$ cat config.mk
export PLATFORM = sky130hd
export DESIGN_NAME = keyed_entry_table_flat
export DESIGN_NICKNAME = d
export VERILOG_FILES = /design/src/hw/rtl/kte_pkg.sv /design/src/hw/rtl/kte_req_if.sv /design/src/hw/rtl/kte_rsp_if.sv /design/src/hw/rtl/kte_cell.sv /design/src/hw/rtl/kte_ring.sv /design/src/hw/rtl/keyed_entry_table.sv /design/src/flat_wrapper.sv
export SDC_FILE = /design/constraint.sdc
export NUM_CORES = 1
export LEC_CHECK = 0
export BUFFER_PORTS_ARGS = -buffer_cell sky130_fd_sc_hd__buf_2
export CAP_MARGIN = 30
export CORE_MARGIN = 3
export CORE_UTILIZATION = 36
export DETAILED_ROUTE_END_ITERATION = 6
export PLACE_DENSITY = 0.54
export SLEW_MARGIN = 20
export SYNTH_ARGS = -nofsm -noshare
export SYNTH_HDL_FRONTEND = slang
export SYNTH_SLANG_ARGS = --single-unit
$ cat constraint.sdc
create_clock -name clk -period 45.2 [get_ports clk]
set_input_delay 9.04 -clock clk [delete_from_list [all_inputs] [get_ports clk]]
set_output_delay 9.04 -clock clk [all_outputs]
set_load 0.05 [all_outputs]
$ cat src/hw/rtl/kte_pkg.sv
// shared types and constants for the keyed entry table
package kte_pkg;

  localparam int unsigned DEF_NUM_SLOTS = 16;
  localparam int unsigned ID_W          = 16;
  localparam int unsigned COORD_W       = 16;
  localparam int unsigned SLOT_W        = 4;
  localparam int unsigned LIMIT_W       = 5;

  // list requests return at most this many entries
  localparam logic [LIMIT_W-1:0] MAX_RESULTS = 5'd16;

  // z value that asks for removal
  localparam logic signed [COORD_W-1:0] Z_REMOVE = -16'sd1;

  typedef enum logic [2:0] {
    ST_UPDATED        = 3'd0,
    ST_INSERTED       = 3'd1,
    ST_REMOVED        = 3'd2,
    ST_REMOVE_UNKNOWN = 3'd3,
    ST_DROPPED_FULL   = 3'd4,
    ST_LIST_ENTRY     = 3'd5
  } status_t;

  typedef struct packed {
    logic                      active;
    logic [ID_W-1:0]           id;
    logic signed [COORD_W-1:0] x;
    logic signed [COORD_W-1:0] y;
    logic signed [COORD_W-1:0] z;
  } entry_t;

endpackage

$ cat src/hw/rtl/kte_req_if.sv
// request channel of the keyed entry table
interface kte_req_if import kte_pkg::*; ();
  logic                      valid;
  logic                      ready;
  logic                      req_type;
  logic [ID_W-1:0]           obj_id;
  logic signed [COORD_W-1:0] pos_x;
  logic signed [COORD_W-1:0] pos_y;
  logic signed [COORD_W-1:0] pos_z;
  logic [LIMIT_W-1:0]        list_limit;

  modport source (
    output valid, req_type, obj_id, pos_x, pos_y, pos_z, list_limit,
    input  ready
  );
  modport sink (
    input  valid, req_type, obj_id, pos_x, pos_y, pos_z, list_limit,
    output ready
  );
endinterface

$ cat src/hw/rtl/kte_rsp_if.sv
// result channel of the keyed entry table
interface kte_rsp_if import kte_pkg::*; ();
  logic                      valid;
  logic                      ready;
  status_t                   status;
  logic [SLOT_W-1:0]         slot;
  logic [ID_W-1:0]           out_id;
  logic signed [COORD_W-1:0] out_x;
  logic signed [COORD_W-1:0] out_y;
  logic signed [COORD_W-1:0] out_z;
  logic                      entry_valid;
  logic                      last;

  modport source (
    output valid, status, slot, out_id, out_x, out_y, out_z, entry_valid, last,
    input  ready
  );
  modport sink (
    input  valid, status, slot, out_id, out_x, out_y, out_z, entry_valid, last,
    output ready
  );
endinterface

$ cat src/hw/rtl/kte_cell.sv
// one table cell: holds one entry and takes its neighbor's entry on shift
module kte_cell import kte_pkg::*; (
  input  logic   clk,
  input  logic   rst_n,
  input  logic   shift_en,
  input  entry_t ent_in,
  output entry_t ent_out
);

  logic   act_r;
  entry_t data_r;

  always_ff @(posedge clk) begin
    if (!rst_n) begin
      act_r <= 1'b0;
    end else if (shift_en) begin
      act_r <= ent_in.active;
    end
    if (shift_en) begin
      data_r <= ent_in;
    end
  end

  always_comb begin
    ent_out        = data_r;
    ent_out.active = act_r;
  end

endmodule

$ cat src/hw/rtl/kte_ring.sv
// ring of table cells; the head cell is visible, the tail takes the new entry
module kte_ring import kte_pkg::*; #(
  parameter int unsigned NUM_SLOTS = DEF_NUM_SLOTS
) (
  input  logic   clk,
  input  logic   rst_n,
  input  logic   shift_en,
  input  entry_t tail_in,
  output entry_t head
);

  entry_t link [NUM_SLOTS+1];

  assign link[NUM_SLOTS] = tail_in;
  assign head            = link[0];

  for (genvar g = 0; g < NUM_SLOTS; g++) begin : g_cell
    kte_cell u_cell (
      .clk      (clk),
      .rst_n    (rst_n),
      .shift_en (shift_en),
      .ent_in   (link[g+1]),
      .ent_out  (link[g])
    );
  end

endmodule

$ cat src/hw/rtl/keyed_entry_table.sv
// keyed entry table: tracked objects in a rotating ring of cells
//
// Channels: in_ch carries one request per handshake (valid/ready). A report
// request (req_type 0) updates the active entry with the same obj_id, takes
// the lowest free slot, or with pos_z of -1 removes the matching entry; it
// always yields exactly one result with last set. A list request
// (req_type 1) yields every active entry in slot order, at most
// min(list_limit, 16), the final one marked last; with nothing to list a
// single empty result (entry_valid 0, last 1) is given.
// Timing: the table lives in NUM_SLOTS cells that rotate one place per cycle
// while a pass runs and no stall holds them, so a pass brings each slot once
// to the head cell. A report needs one search pass plus, when it writes or
// removes, one more pass to reach the target slot; a dropped report or the
// removal of an unknown id has no second pass. A list needs one pass; each
// entry leaves when the next is found. Requests are taken only in the idle
// state after an operation has put its final result in the output register,
// so a new request is never taken while the last one is still in progress.
// Stall: a list pass halts the ring while a newly found entry meets a held
// output register; the next request may enter while a result waits there.
// Reset: all slots become inactive at once; no clearing pass is needed.
module keyed_entry_table import kte_pkg::*; #(
  parameter int unsigned NUM_SLOTS = DEF_NUM_SLOTS
) (
  input  logic clk,
  input  logic rst_n,
  kte_req_if.sink   in_ch,
  kte_rsp_if.source out_ch
);

  localparam int unsigned IDX_W = $clog2(NUM_SLOTS);
  localparam logic [IDX_W-1:0] LAST_IDX = IDX_W'(NUM_SLOTS - 1);

  typedef enum logic [2:0] {
    S_IDLE,
    S_FIND,
    S_APPLY,
    S_LIST,
    S_FLUSH
  } state_t;

  // control
  state_t             state_r, state_nxt;
  logic [IDX_W-1:0]   idx_r, idx_nxt;
  logic               is_list_r, is_list_nxt;
  logic               hit_v_r, hit_v_nxt;
  logic [IDX_W-1:0]   hit_idx_r, hit_idx_nxt;
  logic               free_v_r, free_v_nxt;
  logic [IDX_W-1:0]   free_idx_r, free_idx_nxt;
  logic [LIMIT_W-1:0] count_r, count_nxt;
  logic [LIMIT_W-1:0] lim_r, lim_nxt;
  logic               pend_v_r, pend_v_nxt;
  logic               out_valid_r, out_valid_nxt;

  // payload
  logic [ID_W-1:0]           id_r, id_nxt;
  logic signed [COORD_W-1:0] x_r, x_nxt;
  logic signed [COORD_W-1:0] y_r, y_nxt;
  logic signed [COORD_W-1:0] z_r, z_nxt;
  logic [IDX_W-1:0]          target_r, target_nxt;
  logic                      rm_r, rm_nxt;
  status_t                   res_status_r, res_status_nxt;
  logic [SLOT_W-1:0]         res_slot_r, res_slot_nxt;
  entry_t                    pend_ent_r, pend_ent_nxt;
  logic [SLOT_W-1:0]         pend_slot_r, pend_slot_nxt;
  status_t                   out_status_r, out_status_nxt;
  logic [SLOT_W-1:0]         out_slot_r, out_slot_nxt;
  entry_t                    out_ent_r, out_ent_nxt;
  logic                      out_last_r, out_last_nxt;

  // ring
  logic   shift_en;
  entry_t tail_in;
  entry_t head;

  logic last_step;
  logic out_free;
  logic hit_now, free_now, h_v, f_v, collect;
  logic [IDX_W-1:0] h_i, f_i;

  kte_ring #(.NUM_SLOTS(NUM_SLOTS)) u_ring (
    .clk      (clk),
    .rst_n    (rst_n),
    .shift_en (shift_en),
    .tail_in  (tail_in),
    .head     (head)
  );

  assign last_step = (idx_r == LAST_IDX);
  assign out_free  = !out_valid_r || out_ch.ready;
  assign in_ch.ready = (state_r == S_IDLE);

  always_comb begin
    state_nxt      = state_r;
    idx_nxt        = idx_r;
    is_list_nxt    = is_list_r;
    hit_v_nxt      = hit_v_r;
    hit_idx_nxt    = hit_idx_r;
    free_v_nxt     = free_v_r;
    free_idx_nxt   = free_idx_r;
    count_nxt      = count_r;
    lim_nxt        = lim_r;
    pend_v_nxt     = pend_v_r;
    id_nxt         = id_r;
    x_nxt          = x_r;
    y_nxt          = y_r;
    z_nxt          = z_r;
    target_nxt     = target_r;
    rm_nxt         = rm_r;
    res_status_nxt = res_status_r;
    res_slot_nxt   = res_slot_r;
    pend_ent_nxt   = pend_ent_r;
    pend_slot_nxt  = pend_slot_r;
    out_status_nxt = out_status_r;
    out_slot_nxt   = out_slot_r;
    out_ent_nxt    = out_ent_r;
    out_last_nxt   = out_last_r;
    out_valid_nxt  = out_ch.ready ? 1'b0 : out_valid_r;
    shift_en       = 1'b0;
    tail_in        = head;
    hit_now        = head.active && (head.id == id_r);
    free_now       = !head.active;
    h_v            = hit_v_r;
    h_i            = hit_idx_r;
    f_v            = free_v_r;
    f_i            = free_idx_r;
    collect        = head.active && (count_r < lim_r);

    unique case (state_r)
      S_IDLE: begin
        if (in_ch.valid) begin
          is_list_nxt = in_ch.req_type;
          id_nxt      = in_ch.obj_id;
          x_nxt       = in_ch.pos_x;
          y_nxt       = in_ch.pos_y;
          z_nxt       = in_ch.pos_z;
          lim_nxt     = (in_ch.list_limit > MAX_RESULTS) ? MAX_RESULTS : in_ch.list_limit;
          count_nxt   = '0;
          pend_v_nxt  = 1'b0;
          hit_v_nxt   = 1'b0;
          free_v_nxt  = 1'b0;
          state_nxt   = in_ch.req_type ? S_LIST : S_FIND;
        end
      end

      S_FIND: begin
        shift_en = 1'b1;
        idx_nxt  = last_step ? '0 : idx_r + IDX_W'(1);
        if (hit_now && !hit_v_r) begin
          h_v = 1'b1;
          h_i = idx_r;
        end
        if (free_now && !free_v_r) begin
          f_v = 1'b1;
          f_i = idx_r;
        end
        hit_v_nxt    = h_v;
        hit_idx_nxt  = h_i;
        free_v_nxt   = f_v;
        free_idx_nxt = f_i;
        if (last_step) begin
          rm_nxt = (z_r == Z_REMOVE);
          priority if (z_r == Z_REMOVE && h_v) begin
            res_status_nxt = ST_REMOVED;
            res_slot_nxt   = SLOT_W'(h_i);
            target_nxt     = h_i;
            state_nxt      = S_APPLY;
          end else if (z_r == Z_REMOVE) begin
            res_status_nxt = ST_REMOVE_UNKNOWN;
            res_slot_nxt   = '0;
            state_nxt      = S_FLUSH;
          end else if (h_v) begin
            res_status_nxt = ST_UPDATED;
            res_slot_nxt   = SLOT_W'(h_i);
            target_nxt     = h_i;
            state_nxt      = S_APPLY;
          end else if (f_v) begin
            res_status_nxt = ST_INSERTED;
            res_slot_nxt   = SLOT_W'(f_i);
            target_nxt     = f_i;
            state_nxt      = S_APPLY;
          end else begin
            res_status_nxt = ST_DROPPED_FULL;
            res_slot_nxt   = '0;
            state_nxt      = S_FLUSH;
          end
        end
      end

      S_APPLY: begin
        shift_en = 1'b1;
        idx_nxt  = last_step ? '0 : idx_r + IDX_W'(1);
        if (idx_r == target_r) begin
          if (rm_r) begin
            tail_in.active = 1'b0;
          end else begin
            tail_in = '{active: 1'b1, id: id_r, x: x_r, y: y_r, z: z_r};
          end
        end
        if (last_step) begin
          state_nxt = S_FLUSH;
        end
      end

      S_LIST: begin
        // hold the ring while a finished entry cannot leave
        if (!(collect && pend_v_r && !out_free)) begin
          shift_en = 1'b1;
          idx_nxt  = last_step ? '0 : idx_r + IDX_W'(1);
          if (collect) begin
            if (pend_v_r) begin
              out_valid_nxt  = 1'b1;
              out_status_nxt = ST_LIST_ENTRY;
              out_slot_nxt   = pend_slot_r;
              out_ent_nxt    = pend_ent_r;
              out_last_nxt   = 1'b0;
            end
            pend_v_nxt    = 1'b1;
            pend_ent_nxt  = head;
            pend_slot_nxt = SLOT_W'(idx_r);
            count_nxt     = count_r + LIMIT_W'(1);
          end
          if (last_step) begin
            state_nxt = S_FLUSH;
          end
        end
      end

      S_FLUSH: begin
        if (out_free) begin
          out_valid_nxt = 1'b1;
          out_last_nxt  = 1'b1;
          if (is_list_r) begin
            out_status_nxt = ST_LIST_ENTRY;
            out_slot_nxt   = pend_v_r ? pend_slot_r : '0;
            out_ent_nxt    = pend_v_r ? pend_ent_r : '0;
          end else begin
            out_status_nxt = res_status_r;
            out_slot_nxt   = res_slot_r;
            out_ent_nxt    = '0;
          end
          pend_v_nxt = 1'b0;
          state_nxt  = S_IDLE;
        end
      end

      default: begin
        state_nxt = S_IDLE;
      end
    endcase
  end

  always_ff @(posedge clk) begin
    if (!rst_n) begin
      state_r     <= S_IDLE;
      idx_r       <= '0;
      is_list_r   <= 1'b0;
      hit_v_r     <= 1'b0;
      hit_idx_r   <= '0;
      free_v_r    <= 1'b0;
      free_idx_r  <= '0;
      count_r     <= '0;
      lim_r       <= '0;
      pend_v_r    <= 1'b0;
      out_valid_r <= 1'b0;
    end else begin
      state_r     <= state_nxt;
      idx_r       <= idx_nxt;
      is_list_r   <= is_list_nxt;
      hit_v_r     <= hit_v_nxt;
      hit_idx_r   <= hit_idx_nxt;
      free_v_r    <= free_v_nxt;
      free_idx_r  <= free_idx_nxt;
      count_r     <= count_nxt;
      lim_r       <= lim_nxt;
      pend_v_r    <= pend_v_nxt;
      out_valid_r <= out_valid_nxt;
    end
    id_r         <= id_nxt;
    x_r          <= x_nxt;
    y_r          <= y_nxt;
    z_r          <= z_nxt;
    target_r     <= target_nxt;
    rm_r         <= rm_nxt;
    res_status_r <= res_status_nxt;
    res_slot_r   <= res_slot_nxt;
    pend_ent_r   <= pend_ent_nxt;
    pend_slot_r  <= pend_slot_nxt;
    out_status_r <= out_status_nxt;
    out_slot_r   <= out_slot_nxt;
    out_ent_r    <= out_ent_nxt;
    out_last_r   <= out_last_nxt;
  end

  // result register drives the channel directly
  assign out_ch.valid       = out_valid_r;
  assign out_ch.status      = out_status_r;
  assign out_ch.slot        = out_slot_r;
  assign out_ch.out_id      = out_ent_r.id;
  assign out_ch.out_x       = out_ent_r.x;
  assign out_ch.out_y       = out_ent_r.y;
  assign out_ch.out_z       = out_ent_r.z;
  assign out_ch.entry_valid = out_ent_r.active;
  assign out_ch.last        = out_last_r;

  // ring is back in its home position whenever the block waits for a request
  a_ring_aligned: assert property (@(posedge clk) disable iff (!rst_n)
    state_r == S_IDLE |-> idx_r == '0)
    else $error("ring not aligned while idle");

  // a list never collects more entries than its limit
  a_count_limit: assert property (@(posedge clk) disable iff (!rst_n)
    count_r <= lim_r)
    else $error("list count beyond limit");

  // a held-back list entry only exists during a list pass or its flush
  a_pend_scope: assert property (@(posedge clk) disable iff (!rst_n)
    pend_v_r |-> (state_r == S_LIST || state_r == S_FLUSH))
    else $error("pending entry outside list");

  // a stalled list pass does not move the ring
  a_list_stall: assert property (@(posedge clk) disable iff (!rst_n)
    (state_r == S_LIST && pend_v_r && collect && !out_free) |=> $stable(idx_r))
    else $error("ring moved during stall");

endmodule

$ cat src/flat_wrapper.sv
// flat-port wrapper written by rule: the top's interface ports become plain ports
module keyed_entry_table_flat import kte_pkg::*;
#(
  parameter int unsigned NUM_SLOTS = DEF_NUM_SLOTS
)
  (clk, rst_n, in_ch_valid, in_ch_req_type, in_ch_obj_id, in_ch_pos_x, in_ch_pos_y, in_ch_pos_z, in_ch_list_limit, in_ch_ready, out_ch_valid, out_ch_status, out_ch_slot, out_ch_out_id, out_ch_out_x, out_ch_out_y, out_ch_out_z, out_ch_entry_valid, out_ch_last, out_ch_ready);
  kte_req_if in_ch_i ();
  kte_rsp_if out_ch_i ();
  input  logic clk;
  input  logic rst_n;
  input wire logic [$bits(in_ch_i.valid)-1:0] in_ch_valid;
  input wire logic [$bits(in_ch_i.req_type)-1:0] in_ch_req_type;
  input wire logic [$bits(in_ch_i.obj_id)-1:0] in_ch_obj_id;
  input wire logic [$bits(in_ch_i.pos_x)-1:0] in_ch_pos_x;
  input wire logic [$bits(in_ch_i.pos_y)-1:0] in_ch_pos_y;
  input wire logic [$bits(in_ch_i.pos_z)-1:0] in_ch_pos_z;
  input wire logic [$bits(in_ch_i.list_limit)-1:0] in_ch_list_limit;
  output wire logic [$bits(in_ch_i.ready)-1:0] in_ch_ready;
  output wire logic [$bits(out_ch_i.valid)-1:0] out_ch_valid;
  output wire logic [$bits(out_ch_i.status)-1:0] out_ch_status;
  output wire logic [$bits(out_ch_i.slot)-1:0] out_ch_slot;
  output wire logic [$bits(out_ch_i.out_id)-1:0] out_ch_out_id;
  output wire logic [$bits(out_ch_i.out_x)-1:0] out_ch_out_x;
  output wire logic [$bits(out_ch_i.out_y)-1:0] out_ch_out_y;
  output wire logic [$bits(out_ch_i.out_z)-1:0] out_ch_out_z;
  output wire logic [$bits(out_ch_i.entry_valid)-1:0] out_ch_entry_valid;
  output wire logic [$bits(out_ch_i.last)-1:0] out_ch_last;
  input wire logic [$bits(out_ch_i.ready)-1:0] out_ch_ready;
  assign in_ch_i.valid = in_ch_valid;
  assign in_ch_i.req_type = in_ch_req_type;
  assign in_ch_i.obj_id = in_ch_obj_id;
  assign in_ch_i.pos_x = in_ch_pos_x;
  assign in_ch_i.pos_y = in_ch_pos_y;
  assign in_ch_i.pos_z = in_ch_pos_z;
  assign in_ch_i.list_limit = in_ch_list_limit;
  assign in_ch_ready = in_ch_i.ready;
  assign out_ch_valid = out_ch_i.valid;
  assign out_ch_status = out_ch_i.status;
  assign out_ch_slot = out_ch_i.slot;
  assign out_ch_out_id = out_ch_i.out_id;
  assign out_ch_out_x = out_ch_i.out_x;
  assign out_ch_out_y = out_ch_i.out_y;
  assign out_ch_out_z = out_ch_i.out_z;
  assign out_ch_entry_valid = out_ch_i.entry_valid;
  assign out_ch_last = out_ch_i.last;
  assign out_ch_i.ready = out_ch_ready;
  keyed_entry_table #(.NUM_SLOTS(NUM_SLOTS)) u_core (.clk(clk), .rst_n(rst_n), .in_ch(in_ch_i), .out_ch(out_ch_i));
endmodule
[Word level (Yosys, flattened, before mapping)]
Cells that the tools add are included.
Storage, ports and cells
  logic and storage cells: 248
  output and inout port bits: 75
  RAM bits: 0
  input port bits: 74
  bits in read-only memories: 0
  register bits after elaboration: 1288
  memories kept: 0
  bits in latches: 0
Operators by class
  divide/modulo/power cells: 0
  multipliers: 0
  equal/unequal tests: 15
  magnitude comparators: 2
  add/sub/neg operators: 2
  mux-type cells: 80
  shift-type cells: 0
  reduce and logical (&&, ||, !) cells: 33
  bitwise gates (word level): 1
Operators by type and width (count)
  two-way mux 65 bit: 8
  one-hot mux 65 bit (2 select lines): 1
  two-way mux 4 bit: 18
  two-way mux 64 bit: 1
  two-way mux 3 bit: 15
  two-way mux 1 bit: 20
  two-way mux 5 bit: 4
  equality test 16 x 1 -> 1 bit, second input constant: 1
  equality test 16 bit: 1
  one-hot mux 4 bit (2 select lines): 2
  one-hot mux 3 bit (5 select lines): 1
  AND reduction 4 bit: 3
  one-hot mux 1 bit (2 select lines): 5
  one-hot mux 5 bit (2 select lines): 1
  AND reduction 5 bit: 2
  inequality test 2 x 1 -> 1 bit, second input constant: 4
  AND reduction 2 bit: 4
  nonzero test 2 bit: 4
  logical AND 1 bit: 7
  equality test 3 x 2 -> 1 bit, second input constant: 2
  inequality test 2 bit, second input constant: 3
  one-hot mux 3 bit (2 select lines): 1
  nonzero test 3 bit: 2
  adder 5 x 1 -> 5 bit, second input constant: 1
  16 further kinds: 22

[Depth between registers and ports, before layout]
Gate-level depths: netlist of run 1.
  depth after elaboration: 10
  gate-level depth with buffers: 9
  gate-level depth less buffers: 9

[By module]
A second synthesis of run 1 with hierarchy kept.
Second synthesis, totals
  cells, all modules: 1733
  area total of the unflattened synthesis: 41387.2 sq um
Modules (own cells, without submodules)
  kte_cell: times used 16, cells each 68, sequential area each 1941.9 sq um, area each 1965.6 sq um
  keyed_entry_table: times used 1, cells each 645, sequential area each 7146.9 sq um, area each 9937.0 sq um

[Worst setup path before layout of run 1]
Ideal clock, no wire load.
  kind: input to register
  start point: input port out_ch_ready
  end point: register u_core.idx_r[0]
  setup slack: 4.679 ns
  stages: 5
  data required time: 43.923 ns
  library setup time: 1.277 ns
  arrival time: 39.244 ns
  buffers on the path: 1
  cell sequence: nor2b_1 and4_1 a211oi_1 clkbuf_1 o21ai_0
On the way
  cells in the longest elaborated chain, start to end: 5
Ends and longest elaborated chain
  start, declared: RTL line flat_wrapper.sv:28  | input wire logic [$bits(out_ch_i.ready)-1:0] out_ch_ready;
  logical OR 1 bit: RTL line keyed_entry_table.sv:89  | assign out_free = !out_valid_r || out_ch.ready;
  zero test 1 bit: RTL line keyed_entry_table.sv:206  | if (!(collect && pend_v_r && !out_free)) begin
  logical AND 1 bit: RTL line keyed_entry_table.sv:206
  inequality test 2 bit (no source line)
  AND reduction 2 bit (no source line)
  end signal, assigned: RTL line keyed_entry_table.sv:267  | idx_r <= idx_nxt;
  end, declared: RTL line keyed_entry_table.sv:43  | logic [IDX_W-1:0] idx_r, idx_nxt;
Every way passes these cells.
A chain may end at the register's enable or synchronous reset.

[Worst setup path in the final report of run 1]
  start point: input port out_ch_ready
  end point: register u_core.u_ring.g_cell[13].u_cell.data_r, in the netlist u_core.u_ring.g_cell[13].u_cell.ent_out[37], enable pin
On the way
  cells in the longest elaborated chain, start to end: 5
Ends and longest elaborated chain
  logical OR 1 bit: RTL line keyed_entry_table.sv:89
  zero test 1 bit: RTL line keyed_entry_table.sv:206
  logical AND 1 bit: RTL line keyed_entry_table.sv:206
  two-way mux 1 bit: RTL line keyed_entry_table.sv:206
  one-hot mux 1 bit (2 select lines): RTL line keyed_entry_table.sv:128  | unique case (state_r)
  end signal, assigned: RTL line kte_cell.sv:20  | data_r <= ent_in;
  end, declared: RTL line kte_cell.sv:11  | entry_t data_r;
Every way passes these cells.

==> results of run 1 <==
## metal layers
layer	vias to the layer above	wire [µm]	GRT usage
li1	7360	-	-
met4	2	1700	0.0435
met3	133	3330	0.0289
met2	331	27200	0.146
met5	-	13	0
met1	8235	31100	0.157
## sequential cells by signal, summed over array words and instances (netlist names), 5 cells and up
signal and count:
u_core.out_ch.out_x 16, u_core.pend_ent_r 65, u_core.u_ring.g_cell.u_cell.act_r 16, u_core.id_r 16, u_core.y_r 16, u_core.out_ch.out_id 16
u_core.u_ring.g_cell.u_cell.ent_out 1024, u_core.out_ch.out_z 16, u_core.count_r 5, u_core.z_r 16, u_core.out_ch.out_y 16, u_core.lim_r 5
u_core.x_r 16
## worst paths after layout
kind,slack (ns),to,cells after the start,from
worst min-delay path,0.40,u_core.u_ring.g_cell[8].u_cell.ent_out[18],0,u_core.u_ring.g_cell[9].u_cell.ent_out[18]
worst max-delay path,33.04,u_core.u_ring.g_cell[13].u_cell.ent_out[37],9,out_ch_ready
worst min register to register,0.40,u_core.u_ring.g_cell[8].u_cell.ent_out[18],0,u_core.u_ring.g_cell[9].u_cell.ent_out[18]
worst max register to register,40.68,u_core.u_ring.g_cell[13].u_cell.ent_out[37],12,u_core.lim_r[2]
## where the power goes
group          switching, mW  internal, mW  total (mW)
clock                  0.442         0.634        1.08
combinational         0.0878        0.0244       0.112
sequential            0.0517          1.53        1.59
total                  0.581          2.19        2.77
## stage by stage
stage | total power, mW | setup slack (ns)
3_3_place_gp | 1.71 | 32.27
3_5_place_dp | 1.72 | 32.21
2_1_floorplan | 1.86 | 4.68
4_1_cts | 2.82 | 33.05
5_1_grt | 2.89 | 32.90
6_report | 2.77 | 33.04
## cells in the final DEF (no fill, tap or decap), drive strengths merged, types with 4 or more instances in the layout
cell type and n:
a21oi 7, xnor2 5, dfxtp 46, and2 75, ha 6, o211a 4, nand3 21, o21ai 25
nor4 6, nand4 8, bufinv 12, nor2 26, mux2 64, a21boi 9, a22o 4, clkinv 46
nand2b 5, mux2i 13, xor2 18, inv 17, edfxtp 1242, nand3b 6, nand2 58, clkbuf 177
buf 173, o31ai 4
## cells by family after synthesis
kind of cell | Yosys count | share of synthesized area
DFF | 1288 | 0.928
and+or+nand+nor | 223 | 0.0290
muxes | 77 | 0.0207
AOI/OAI and AO/OA | 66 | 0.0108
buffers and inverters | 43 | 0.00450
xor gates and xnor gates | 23 | 0.00489
adders and majority gates | 6 | 0.00182
## area by class of cell
type / count / area, µm²
inverter: 10 / 42.5
tap: 1500 / 1880
clock inverter: 68 / 787
sequential: 1288 / 38200
antenna: 3 / 7.51
clock buffer: 177 / 3590
timing repair buffer: 173 / 1160
multi-input combinational: 395 / 2800
fill: 9673 / 64500
==> results.yml, run 1 <==
run_status:
  outcome: "completed"
sta:
  slew_headroom: 0.298
  final-setup-viol-count: 0
  max_freq_mhz: 82.2
  fin_crit_sh: 0.269
  rsz0062_at_grt: "no"
  fin_skew_ns: 0.0202
  holdWs_ns: 0.402
  hold_viol: 0
  tightest_slew_ns: 1.05
  drv_slew: 0
  finalCriticalPeriod_ns: 12.16
  fin_tns_setup_ns: 0
floorplanning:
  num_io_pins: 149
  start_util: 0.364
  die_h_um: 344
  core_um2: 113000
  die_w_um: 344
  rows: 123
  dieArea_um2: 118000
synthesis:
  ys_warn_count: 0
  netlist_instances: 1726
  synth_top_cell_by_area: "edfxtp_1"
  syn_avg_cell_area_um2: 23.9
  synth_nets: 1806
  synthArstFlopShare: 0
  netlist_top_cells_count: "edfxtp_1, and2_1, mux2_2, nand2_1, dfxtp_1"
  synth_edf_count: 1242
  synth.most_common_cell: "edfxtp_1"
  synthTopCellsByArea: "edfxtp_1, dfxtp_1, mux2_2"
  synth_area_um2: 41200
  ys_types: 52
  synth-seq-cells: 1288
  synth_seq_area_share: 0.928
  yosys.area.top_type_share: 0.906
  synthFlopType: "edfxtp_1"
finish:
  area_growth_syn_to_layout_pct: 17.8
  post_route_cells_drive_above_1_share: 0.205
  layout.cells.non_filler: 3614
  postLayoutCoreUtil: 0.429
  final_design_area_no_fill_um2: 48500
  nets: 2082
setup_path:
  required_ns: 45.58
  arrival_ns: 12.54
  cpMaxStageDelayCell: "buf_12"
  cp_max_fo: 200
  start_kind: "input pin"
  path_delay_family: "buffers and inverters"
  criticalPathCategory: "in -> reg"
  path_buf_inv: 6
  endpoint_kind: "register"
  path_cells: "buf_2, nor2b_1, and4_1, a211oi_4, buf_12, buf_16, buf_12, buf_4, buf_16"
  cpPeakStageDelay_ns: 0.73
clocking:
  postCtsSetupRepairBufs: 0
  numCtsBuffers: 134
  cts.sinks: 1288
  cts_tree: "built"
  cts_htree_levels: 4
  cts_root_buffer: "clkbuf_16"
  cts.clk_slew.worst_paths_ns: 0.06
  cts_buffer_depth: 3
  clk-insertion-delay-late_ns: 0.72
  hold_buffers: 0
  cts_resized: 0
global_route:
  grt_pass1_vias: 16100
  grt_overflow: 0
  antenna_found_initial: 3
  grt_usage: 0.106
  grt_pass1_wl_um: 95000
  grt_max_degree: 220
drt:
  drt-pass1-iter-count: 5
  drt_iter0_drc: 1426
  detail_route.wl_per_cell_um: 17.5
  antenna_left: 0
  vias: 16100
  finalWirelength_um: 63400
  drt-vias-per-instance: 4.44
  drc_errors: 0
placement:
  port-buffer-count: 148
  hpwlAfterDp_um: 34200
  place_congestion: 0.722
  dp_cells: 3360
  placed_area_um2: 43900
power:
  leakagePower_nw: 16.2
  p_per_area_nw_per_um2: 57.2
  ir_drop_mv: 0.0252
job:
  max-cap-violations: 0
min_path:
  min_path_type: "reg -> reg"
(Power assumes the default switching activity.)
==> inputs of run 2 (changes only) <==
- clock period: 45.2 -> 11.8 ns (I/O delays scaled with it)
==> results.yml, run 2 (synthesized netlist as in run 1, its figures left out) <==
run_status:
  outcome: "completed"
placement:
  place_congestion: 0.742
  hpwlAfterDp_um: 34200
  placed_area_um2: 43900
  port-buffer-count: 148
job:
  max-cap-violations: 0
power:
  pwr-share-comb: 0.040
  leakagePower_nw: 16.0
  internal_power_mw: 8.22
  power.switching_mw: 2.23
  p_clk_frac: 0.379
  ir_drop_mv: 0.106
  p_per_area_nw_per_um2: 217
  switching_share: 0.213
  p_total_mw: 10.4
  p_seq_frac: 0.582
sta:
  finalCriticalPeriod_ns: 4.95
  holdWs_ns: 0.405
  fin_crit_sh: 0.420
  drv_slew: 0
  fin_skew_ns: 0.0248
  hold_viol: 0
  max_freq_mhz: 202
  final-setup-viol-count: 0
  fin_tns_setup_ns: 0
  slew_headroom: 0.247
  rsz0062_at_grt: "no"
  tightest_slew_ns: 1.13
global_route:
  antenna_found_initial: 7
  grt_pass1_vias: 16100
  grt_overflow: 0
  grt_pass1_wl_um: 96500
  grt_max_degree: 206
  grt_usage: 0.107
finish:
  area_growth_syn_to_layout_pct: 16.8
  postLayoutCoreUtil: 0.426
  largest_register_ffs: 1024
  layout_commonest_cell: "edfxtp_1"
  nets: 2074
  layout_common_cells: "edfxtp_1, buf_2, clkbuf_16, and2_1, mux2_2"
  final_design_area_no_fill_um2: 48100
  post_route_cells_drive_above_1_share: 0.206
clocking:
  hold_buffers: 0
  numCtsBuffers: 133
  clk-insertion-delay-late_ns: 0.72
  cts_resized: 0
  cts.clk_slew.worst_paths_ns: 0.06
  cts_tree: "built"
  cts_root_buffer: "clkbuf_16"
  postCtsSetupRepairBufs: 0
  cts.sinks: 1288
  cts_htree_levels: 4
  cts_buffer_depth: 3
setup_path:
  start_kind: "input pin"
  required_ns: 12.12
  cp_max_fo: 200
  endpoint_kind: "register"
  criticalPathCategory: "in -> reg"
  arrival_ns: 5.28
floorplanning:
  start_util: 0.364
  dieArea_um2: 118000
  rows: 123
  die_h_um: 344
  num_io_pins: 149
  core_um2: 113000
  die_w_um: 344
drt:
  wl_met2_um: 26700
  m1WireLength_um: 31900
  detail_route.wl_per_cell_um: 17.7
  routed.top_layer: "met5"
  drt_iter0_drc: 1495
  antenna_left: 0
  drt-pass1-iter-count: 5
  drc_errors: 0
  met3_length_um: 3310
  vias: 16100
  finalWirelength_um: 63700
  drt-vias-per-instance: 4.46
min_path:
  min_path_type: "reg -> reg"
## run 2: cell types whose count changed in the layout (fill, tap and decap cells not counted)
| cell | before | now |
|---|---|---|
| clkinv_8 | 6 | 4 |
| buf_12 | 4 | 6 |
| inv_16 | 2 | 3 |
| clkbuf_16 | 137 | 135 |
| clkinv_2 | 14 | 27 |
| buf_16 | 9 | 2 |
| clkinv_1 | 24 | 26 |
| clkbuf_1 | 39 | 23 |
| buf_4 | 12 | 10 |
| clkinv_4 | 0 | 2 |
| inv_8 | 1 | 0 |
| inv_6 | 4 | 5 |
| bufinv_16 | 12 | 6 |
## run 2: power by group through the flow
stage	clock network [mW]	logic (mW)	registers, mW
3_3_place_gp	0	0.397	6.15
5_1_grt	4.30	0.460	6.13
2_1_floorplan	0	0.268	6.27
6_report	3.95	0.414	6.07
3_5_place_dp	0	0.424	6.16
4_1_cts	4.12	0.424	6.08
## run 2: worst max-delay path, stage by stage
cell,delay [ns]
buf_2,0.10
nor2b_1,0.11
and4_1,0.27
a211oi_4,0.25
buf_4,0.44
buf_12,0.69
buf_12,0.62
## run 2: layout make-up
cell class	count	area, µm²
Tap cell	1500	1880
Fill cell	9744	64900
Multi-Input combinational cell	395	2800
Sequential cell	1288	38200
Clock inverter	78	682
Inverter	10	42.5
Clock buffer	159	3480
Timing Repair Buffer	166	991
Antenna cell	3	7.51
## run 2: per-stage QoR
stage	setup slack, ns	cells
floorplan	0.538	1726
global placement	6.24	3355
detailed placement	6.10	3357
CTS	6.91	3594
global route	6.71	3596
finish	6.85	3599
## run 2: worst paths after layout
path	start	endpoint	slack, ns	depth (start not counted)
worst max register to register	u_core.count_r[2]	u_core.u_ring.g_cell[4].u_cell.ent_out[37]	7.72	8
worst min-delay path	u_core.u_ring.g_cell[15].u_cell.ent_out[5]	u_core.u_ring.g_cell[14].u_cell.ent_out[5]	0.40	0
worst min register to register	u_core.u_ring.g_cell[15].u_cell.ent_out[5]	u_core.u_ring.g_cell[14].u_cell.ent_out[5]	0.40	0
worst max-delay path	out_ch_ready	u_core.u_ring.g_cell[4].u_cell.ent_out[37]	6.85	7
## run 2: per-layer routing
metal | vias up | track usage
li1 | 7343 | -
met1 | 8208 | 0.163
met2 | 373 | 0.144
met3 | 128 | 0.0284
met4 | 2 | 0.0457
met5 | - | 0
==> inputs of run 3 (changes only) <==
- clock period: 11.8 -> 5 ns (I/O delays scaled with it)
==> results.yml, run 3 (synthesized netlist as in run 1, its figures left out) <==
run_status:
  outcome: "completed"
placement:
  place_congestion: 0.733
  hpwlAfterDp_um: 35600
  port-buffer-count: 148
  pre_cts_slack_ns: 1.64
  dp_cells: 3360
  placed_area_um2: 43900
finish:
  register_area_um2: 38200
  post_route_cells_drive_above_1_share: 0.200
  postLayoutCoreUtil: 0.425
  largest_register_ffs: 1024
  area_growth_syn_to_layout_pct: 16.7
  multi_input_area_um2: 2800
  layout_commonest_cell: "edfxtp_1"
  nFillCells: 9703
  final_design_area_no_fill_um2: 48100
  layout.cells.non_filler: 3592
  layout_common_cells: "edfxtp_1, buf_2, clkbuf_16, and2_1, mux2_2"
  nets: 2073
sta:
  fin_skew_ns: 0.0247
  holdWs_ns: 0.401
  hold_viol: 0
  fin_tns_setup_ns: 0
  drv_slew: 0
  fin_crit_sh: 0.632
  slew_headroom: 0.417
  max_freq_mhz: 316
  fin_ws_ns: 1.84
  finalCriticalPeriod_ns: 3.16
  final-setup-viol-count: 0
  rsz0062_at_grt: "no"
  tightest_slew_ns: 0.875
power:
  pwr-share-comb: 0.040
  internal_power_mw: 19.5
  power.switching_mw: 5.12
  p_seq_frac: 0.583
  p_per_area_nw_per_um2: 512
  p_total_mw: 24.6
  p_clk_frac: 0.377
  switching_share: 0.208
  ir_drop_mv: 0.257
  leakagePower_nw: 16.0
global_route:
  grt_max_degree: 168
  grt_usage: 0.108
  antenna_found_initial: 6
  grt_overflow: 0
  grt_pass1_wl_um: 96700
  grt_pass1_vias: 16100
floorplanning:
  die_w_um: 344
  die_h_um: 344
  start_util: 0.364
  core_um2: 113000
  num_io_pins: 149
  dieArea_um2: 118000
  rows: 123
drt:
  drt-vias-per-instance: 4.46
  m1WireLength_um: 32200
  routed.top_layer: "met5"
  detail_route.wl_per_cell_um: 18.0
  drt-pass1-iter-count: 5
  met3_length_um: 3520
  drt_iter0_drc: 1752
  finalWirelength_um: 64500
  drc_errors: 0
  vias: 16000
  wl_met2_um: 27100
  antenna_left: 0
clocking:
  cts_tree: "built"
  cts_resized: 0
  hold_buffers: 0
  cts.sinks: 1288
  numCtsBuffers: 130
  clk-insertion-delay-late_ns: 0.71
  cts_buffer_depth: 3
  postCtsSetupRepairBufs: 0
  cts_htree_levels: 4
  cts_root_buffer: "clkbuf_16"
  cts.clk_slew.worst_paths_ns: 0.06
setup_path:
  cp_max_fo: 163
  criticalPathCategory: "reg -> reg"
  arrival_ns: 3.48
  endpoint_kind: "register"
  start_kind: "register"
  required_ns: 5.32
min_path:
  min_path_type: "reg -> reg"
job:
  max-cap-violations: 0
run 3: cell count changes in the layout (fill, tap and decap cells not counted), sizes merged:
cell,before,now
buf,166,168
bufinv,6,8
clkbuf,159,168
clkinv,61,43
clkinvlp,3,4
diode,3,2
inv,18,16
run 3: cell type report:
cell class                 count  area share
antenna                        2    0.000104
clock buffer                 168      0.0733
clock inverter                61      0.0119
inverter                      10    0.000859
multi-input combinational    395      0.0582
sequential                  1288       0.795
tap                         1500      0.0391
timing repair buffer         168      0.0213
run 3: routing by layer:
metal	vias up	track usage
li1	7333	-
met1	8230	0.162
met2	325	0.146
met3	133	0.0332
met4	4	0.0402
met5	-	0
run 3: worst max-delay path, cell delays in order (launching register included):
cell	delay (ns)
dfxtp_1	0.32
inv_1	0.04
ha_1	0.30
nand2_1	0.07
o21ai_0	0.14
a31oi_1	0.26
a211oi_4	0.42
buf_12	0.37
buf_12	0.59
run 3: worst paths after layout:
path	from	to	slack, ns	depth (start not counted)
setup / recovery	u_core.lim_r[2]	u_core.u_ring.g_cell[13].u_cell.ent_out[36]	1.84	8
hold / removal	u_core.u_ring.g_cell[11].u_cell.ent_out[33]	u_core.u_ring.g_cell[10].u_cell.ent_out[33]	0.40	0
setup reg to reg	u_core.lim_r[2]	u_core.u_ring.g_cell[13].u_cell.ent_out[36]	1.84	8
hold reg to reg	u_core.u_ring.g_cell[11].u_cell.ent_out[33]	u_core.u_ring.g_cell[10].u_cell.ent_out[33]	0.40	0
run 3: power groups by stage:
stage	Clock (mW)	Combinational [mW]	Sequential (mW)
floorplan	0	0.638	14.5
global placement	0	0.955	14.5
detailed placement	0	1.01	14.5
CTS	9.62	1.01	14.4
global route	10.0	1.09	14.5
finish	9.27	0.977	14.3
